===== config.mk =====
export PLATFORM = sky130hd
export DESIGN_NAME = vbf_clear
export DESIGN_NICKNAME = d
export VERILOG_FILES = /design/src/vbf_pkg.sv /design/src/vbf_clear.sv
export SDC_FILE = /design/constraint.sdc
export NUM_CORES = 1
export LEC_CHECK = 0
export BUFFER_PORTS_ARGS = -buffer_cell sky130_fd_sc_hd__buf_2
export CORE_AREA = 2 2 39 41
export CTS_CLUSTER_SIZE = 20
export DETAILED_ROUTE_END_ITERATION = 6
export DIE_AREA = 0 0 41 43
export PLACE_DENSITY = 0.74
export SYNTH_ARGS = -nofsm -noshare
export SYNTH_HDL_FRONTEND = slang
export SYNTH_SLANG_ARGS = --single-unit

===== constraint.sdc =====
create_clock -name clk_i -period 3.35 [get_ports clk_i]
set_clock_uncertainty 0.1 [all_clocks]
set_input_delay 0.335 -clock clk_i [delete_from_list [all_inputs] [get_ports clk_i]]
set_output_delay 0.335 -clock clk_i [all_outputs]
set_load 0.02 [all_outputs]

===== src/vbf_pkg.sv =====
package vbf_pkg;

  // default bitmap depth in 32-bit words
  localparam int unsigned MAP_WORDS_DEFAULT = 2048;

  // saturation point of the fresh counter
  localparam logic [16:0] COUNT_MAX = 17'd65536;

  // map word width and bit index width
  localparam int unsigned WORD_BITS = 32;
  localparam int unsigned BIT_IDX_W = 5;

  // configuration register indexes
  localparam logic CFG_CLEAR_ON_START = 1'b0;
  localparam logic CFG_WORDS_IN_USE   = 1'b1;

  // item kinds
  typedef enum logic [1:0] {
    KIND_TEST  = 2'd0,
    KIND_MARK  = 2'd1,
    KIND_CLOSE = 2'd2,
    KIND_START = 2'd3
  } kind_e;

  // clear sequencer states
  typedef enum logic {
    CLR_IDLE  = 1'b0,
    CLR_SWEEP = 1'b1
  } clr_state_e;

endpackage


===== src/vbf_clear.sv =====
module vbf_clear #(
  parameter int unsigned DEPTH = vbf_pkg::MAP_WORDS_DEFAULT,
  parameter int unsigned AW    = (DEPTH > 1) ? $clog2(DEPTH) : 1
) (
  input  logic          clk_i,
  input  logic          rst_ni,
  input  logic          start_i,
  output logic          busy_o,
  output logic [AW-1:0] addr_o
);

  localparam logic [AW-1:0] LastAddr = AW'(DEPTH - 1);

  vbf_pkg::clr_state_e state_q, state_d;
  logic [AW-1:0]       ptr_q, ptr_d;

  // next state
  always_comb begin
    state_d = state_q;
    unique case (state_q)
      vbf_pkg::CLR_IDLE: begin
        if (start_i) state_d = vbf_pkg::CLR_SWEEP;
      end
      vbf_pkg::CLR_SWEEP: begin
        if (ptr_q == LastAddr) state_d = vbf_pkg::CLR_IDLE;
      end
      default: state_d = vbf_pkg::CLR_IDLE;
    endcase
  end

  // outputs and sweep pointer
  always_comb begin
    busy_o = 1'b0;
    ptr_d  = ptr_q;
    unique case (state_q)
      vbf_pkg::CLR_IDLE: begin
        ptr_d = '0;
      end
      vbf_pkg::CLR_SWEEP: begin
        busy_o = 1'b1;
        ptr_d  = (ptr_q == LastAddr) ? '0 : ptr_q + AW'(1);
      end
      default: begin
        ptr_d = '0;
      end
    endcase
  end

  assign addr_o = ptr_q;

  // the map holds garbage after reset, so a sweep starts at once
  always_ff @(posedge clk_i or negedge rst_ni) begin
    if (!rst_ni) begin
      state_q <= vbf_pkg::CLR_SWEEP;
      ptr_q   <= '0;
    end else begin
      state_q <= state_d;
      ptr_q   <= ptr_d;
    end
  end

endmodule


==> report_table.html <==
<table>
<tr><th>Metric</th><th>Value</th></tr>
<tr><th colspan="2">Clock network</th></tr>
<tr><td>Cts bufs inserted</td><td>3</td></tr>
<tr><td>Clock edge transition at the registers on the reported setup and hold paths</td><td>roughly 0.080 ns</td></tr>
<tr><td>Clock tree from TritonCTS</td><td>done</td></tr>
<tr><td>Buffers from clock root to sink, at most</td><td>2</td></tr>
<tr><td>H-tree level count</td><td>1</td></tr>
<tr><td>CTS root buf</td><td>clkbuf_4</td></tr>
<tr><td>Number of cells upsized or downsized after cts</td><td>0</td></tr>
<tr><td>Later-pin clock latency in the skew report</td><td>0.27 ns</td></tr>
<tr><td>Sink count of the clock tree</td><td>12</td></tr>
<tr><th colspan="2">Floorplanning</th></tr>
<tr><td>Chip Width</td><td>between 40 and 50 um</td></tr>
<tr><td>Die footprint</td><td>approximately 1800 um2</td></tr>
<tr><td>Top-level I/O count</td><td>15</td></tr>
<tr><td>Chip Height</td><td>43 um</td></tr>
<tr><td>Std-Cell Core Area</td><td>approximately 1400 um2</td></tr>
<tr><td>Row Count</td><td>14</td></tr>
<tr><td>Effective utilization at floorplan</td><td>0.419</td></tr>
<tr><th colspan="2">Synthesis</th></tr>
<tr><td>Yosys warning count</td><td>0</td></tr>
<tr><td>Share of the yosys chip area belonging to registers</td><td>0.521</td></tr>
<tr><td>Synthesized instance count</td><td>55</td></tr>
<tr><td>Post-Synthesis Cell Area</td><td>579 um2</td></tr>
<tr><td>Flip-flop and latch count after synthesis</td><td>12</td></tr>
<tr><td>Net count after synthesis</td><td>slightly below 60</td></tr>
<tr><td>Synthesized area per cell</td><td>between 10 and 15 um2</td></tr>
<tr><td>Synth unique cells</td><td>20</td></tr>
<tr><th colspan="2">Layout</th></tr>
<tr><td>Area added between synthesis and finish</td><td>23.5%</td></tr>
<tr><td>Number of nets at the end of the flow</td><td>a little under 80</td></tr>
<tr><td>Share of layout cells above drive strength 1</td><td>0.338</td></tr>
<tr><td>Number of antenna diodes</td><td>0</td></tr>
<tr><td>Non-filler instance count after layout</td><td>90</td></tr>
<tr><th colspan="2">STA</th></tr>
<tr><td>Hold violation total from the final report</td><td>0</td></tr>
<tr><td>Clock period minus final worst setup slack</td><td>1.82 ns</td></tr>
<tr><td>Final-layout worst hold slack</td><td>between 0.15 and 0.2 ns</td></tr>
<tr><td>Crit path setup slack, layout</td><td>between 1.5 and 2 ns</td></tr>
<tr><td>Part of the cycle the worst path needs</td><td>0.542</td></tr>
<tr><td>Endpoints failing setup</td><td>0</td></tr>
<tr><td>Max_slew headroom</td><td>0.542</td></tr>
<tr><td>Setup repair after global routing missed its margin</td><td>false</td></tr>
<tr><td>Slew at the pin closest to its max-slew limit</td><td>approximately 0.68 ns</td></tr>
<tr><td>Upper clock frequency limit</td><td>between 500 and 600 MHz</td></tr>
<tr><td>Summed negative setup slack over all endpoints</td><td>0 ns</td></tr>
<tr><td>Max Transition Viols Final</td><td>0</td></tr>
<tr><th colspan="2">Worst setup path</th></tr>
<tr><td>Max FO, Critical Path</td><td>9</td></tr>
<tr><td>Critical path start-end classification</td><td>reg2reg</td></tr>
<tr><td>Minimum setup slack among reg-to-reg paths</td><td>around 1.5 ns</td></tr>
<tr><td>Kind of launch point of the worst setup path</td><td>flop</td></tr>
<tr><td>Crit path DAT</td><td>~1.8 ns</td></tr>
<tr><td>Required time of the critical path</td><td>~3.4 ns</td></tr>
<tr><td>Element type at the critical path end</td><td>flop</td></tr>
<tr><th colspan="2">Placement</th></tr>
<tr><td>Worst setup slack before clock tree synthesis</td><td>1.54 ns</td></tr>
<tr><td>Number of input and output port buffers inserted</td><td>14</td></tr>
<tr><td>Sum of net half-perimeters after detailed placement</td><td>between 800 and 900 um</td></tr>
<tr><td>RePlAce Congestion</td><td>between 0.7 and 0.8</td></tr>
<tr><td>Placed cell count</td><td>85</td></tr>
<tr><th colspan="2">Drt</th></tr>
<tr><td>Drt initial violations</td><td>10</td></tr>
<tr><td>First-pass iteration count of the detailed router</td><td>4</td></tr>
<tr><td>Remaining number of nets flagged by the antenna check after routing</td><td>0</td></tr>
<tr><td>Vias/cell</td><td>~5.3</td></tr>
<tr><td>Final wirelength</td><td>1090 um</td></tr>
<tr><td>Count of unresolved DRC violations after routing</td><td>0</td></tr>
<tr><td>Post-detailed-route wirelength per cell</td><td>12.1 um</td></tr>
<tr><td>Via total after detailed routing</td><td>approximately 480</td></tr>
<tr><th colspan="2">Global route</th></tr>
<tr><td>Global-route congestion overflow total</td><td>0</td></tr>
<tr><td>Global routing usage summed across all routing layers</td><td>0.140</td></tr>
<tr><td>Pin count of the biggest net entering global routing</td><td>13</td></tr>
<tr><td>Vias in the first global route</td><td>396</td></tr>
<tr><td>Wire length of the first global-routing pass</td><td>1650 um</td></tr>
<tr><td>Initial antenna violation count</td><td>0</td></tr>
<tr><th colspan="2">Power and ir drop</th></tr>
<tr><td>P per Cell Area</td><td>about 360 nW/um2</td></tr>
<tr><td>Leakage power summed over all cells</td><td>around 0.35 nW</td></tr>
<tr><td>Worst vdd rail ir drop</td><td>roughly 0.18 mV</td></tr>
<tr><th colspan="2">Run</th></tr>
<tr><td># Max-Cap Violations</td><td>0</td></tr>
<tr><th colspan="2">Outcome</th></tr>
<tr><td>Result of the run</td><td>finished clean</td></tr>
<tr><th colspan="2">Min path</th></tr>
<tr><td>Min-delay worst type</td><td>in2reg</td></tr>
</table>
[placed cells by master (no fill, tap or decap), types with 2 or more instances in the layout]
master,netlist,final
buf_2,0,14
dfrtp_1,11,11
a21oi_1,6,6
inv_1,5,5
nor2_1,5,5
nand2_1,3,3
o31ai_1,3,3
or4_1,3,3
nand3_1,3,3
o21ai_0,3,3
clkbuf_4,0,3
or3_1,2,2
xor2_1,2,2
[stage by stage]
stage	cell area, um2	util	power [W]
final	716	0.517	0.000261
after global routing	716	0.517	0.000275
after CTS	716	0.517	0.000267
after detailed placement	669	0.484	0.000152
after global placement	669	0.484	0.000152
after floorplan	579	-	0.000148
[cells by family (layout without fill, tap and decap cells)]
logic type               count (synthesis)  count (layout)  share of synthesized area
AND/OR/NAND/NOR                         20              20                      0.227
AO/OA/AOI/OAI                           14              14                      0.153
buffers and inverters                    5              24                     0.0324
XOR/XNOR                                 3               3                     0.0454
flip-flops                              12              12                      0.521
adder cells (fa/ha/maj)                  1               1                     0.0216
[cell type report]
type / instances / area, um2
clock buffer: 4 / 36.3
fill: 135 / 668
inverter: 5 / 18.8
multi-input combinational: 38 / 259
sequential: 12 / 302
tap: 16 / 20.0
timing repair buffer: 15 / 80.1
[cell usage after synthesis]
library cell | n | area (um2)
xor2_1 | 2 | 17.5
dfrtp_1 | 11 | 275
nor2_1 | 5 | 18.8
o21ai_2 | 1 | 8.76
xnor2_1 | 1 | 8.76
dfstp_2 | 1 | 26.3
ha_1 | 1 | 12.5
o31ai_2 | 1 | 12.5
inv_1 | 5 | 18.8
nand4_4 | 1 | 21.3
a21oi_1 | 6 | 30.0
or3_2 | 1 | 7.51
nand3_2 | 1 | 10.0
or4_1 | 3 | 22.5
nand4_2 | 1 | 12.5
o21ai_0 | 3 | 15.0
o31ai_1 | 3 | 22.5
nand3_1 | 3 | 15.0
or3_1 | 2 | 12.5
nand2_1 | 3 | 11.3
[report_power, final]
part,switching (W),internal (W),total (W)
Combinational,0.00000314,0.00000167,0.00000481
Sequential,0,0.000145,0.000145
Clock,0.0000457,0.0000659,0.000112
[registers in the layout, indices dropped and copies added, names as in the netlist]
signal   flops
addr_o      11
state_q      1
[final timing paths]
| check | depth (start not counted) | start | to |
|---|---|---|---|
| setup / recovery | 4 | addr_o[0]$_DFF_PN0_ | addr_o[3]$_DFF_PN0_ |
| hold / removal | 3 | start_i | state_q$_DFF_PN1_ |
| setup reg to reg | 4 | addr_o[0]$_DFF_PN0_ | addr_o[3]$_DFF_PN0_ |
| hold reg to reg | 1 | addr_o[0]$_DFF_PN0_ | addr_o[0]$_DFF_PN0_ |
| max in group asynchronous | 2 | rst_ni | state_q$_DFF_PN1_ |
| min in group asynchronous | 2 | rst_ni | addr_o[6]$_DFF_PN0_ |
[per-layer routing]
metal | track usage | wire length [um] | vias up
met5 | 0 | 0 | -
met2 | 0.209 | 503 | 10
li1 | - | - | 236
met3 | 0.0314 | 67 | 0
met4 | 0.0600 | 0 | 0
met1 | 0.187 | 519 | 233
[worst max-delay path, stage by stage (launching register included)]
cell and delay (ns):
dfrtp_1 0.40, ha_1 0.26, nand4_4 0.15, o31ai_2 0.63
nor2_1 0.12
[timing repair]
action                    in CTS  in global routing
buffers inserted               0                  0
hold endpoints to repair      11                  0
hold buffers                   1                  0
(Power assumes the default switching activity.)
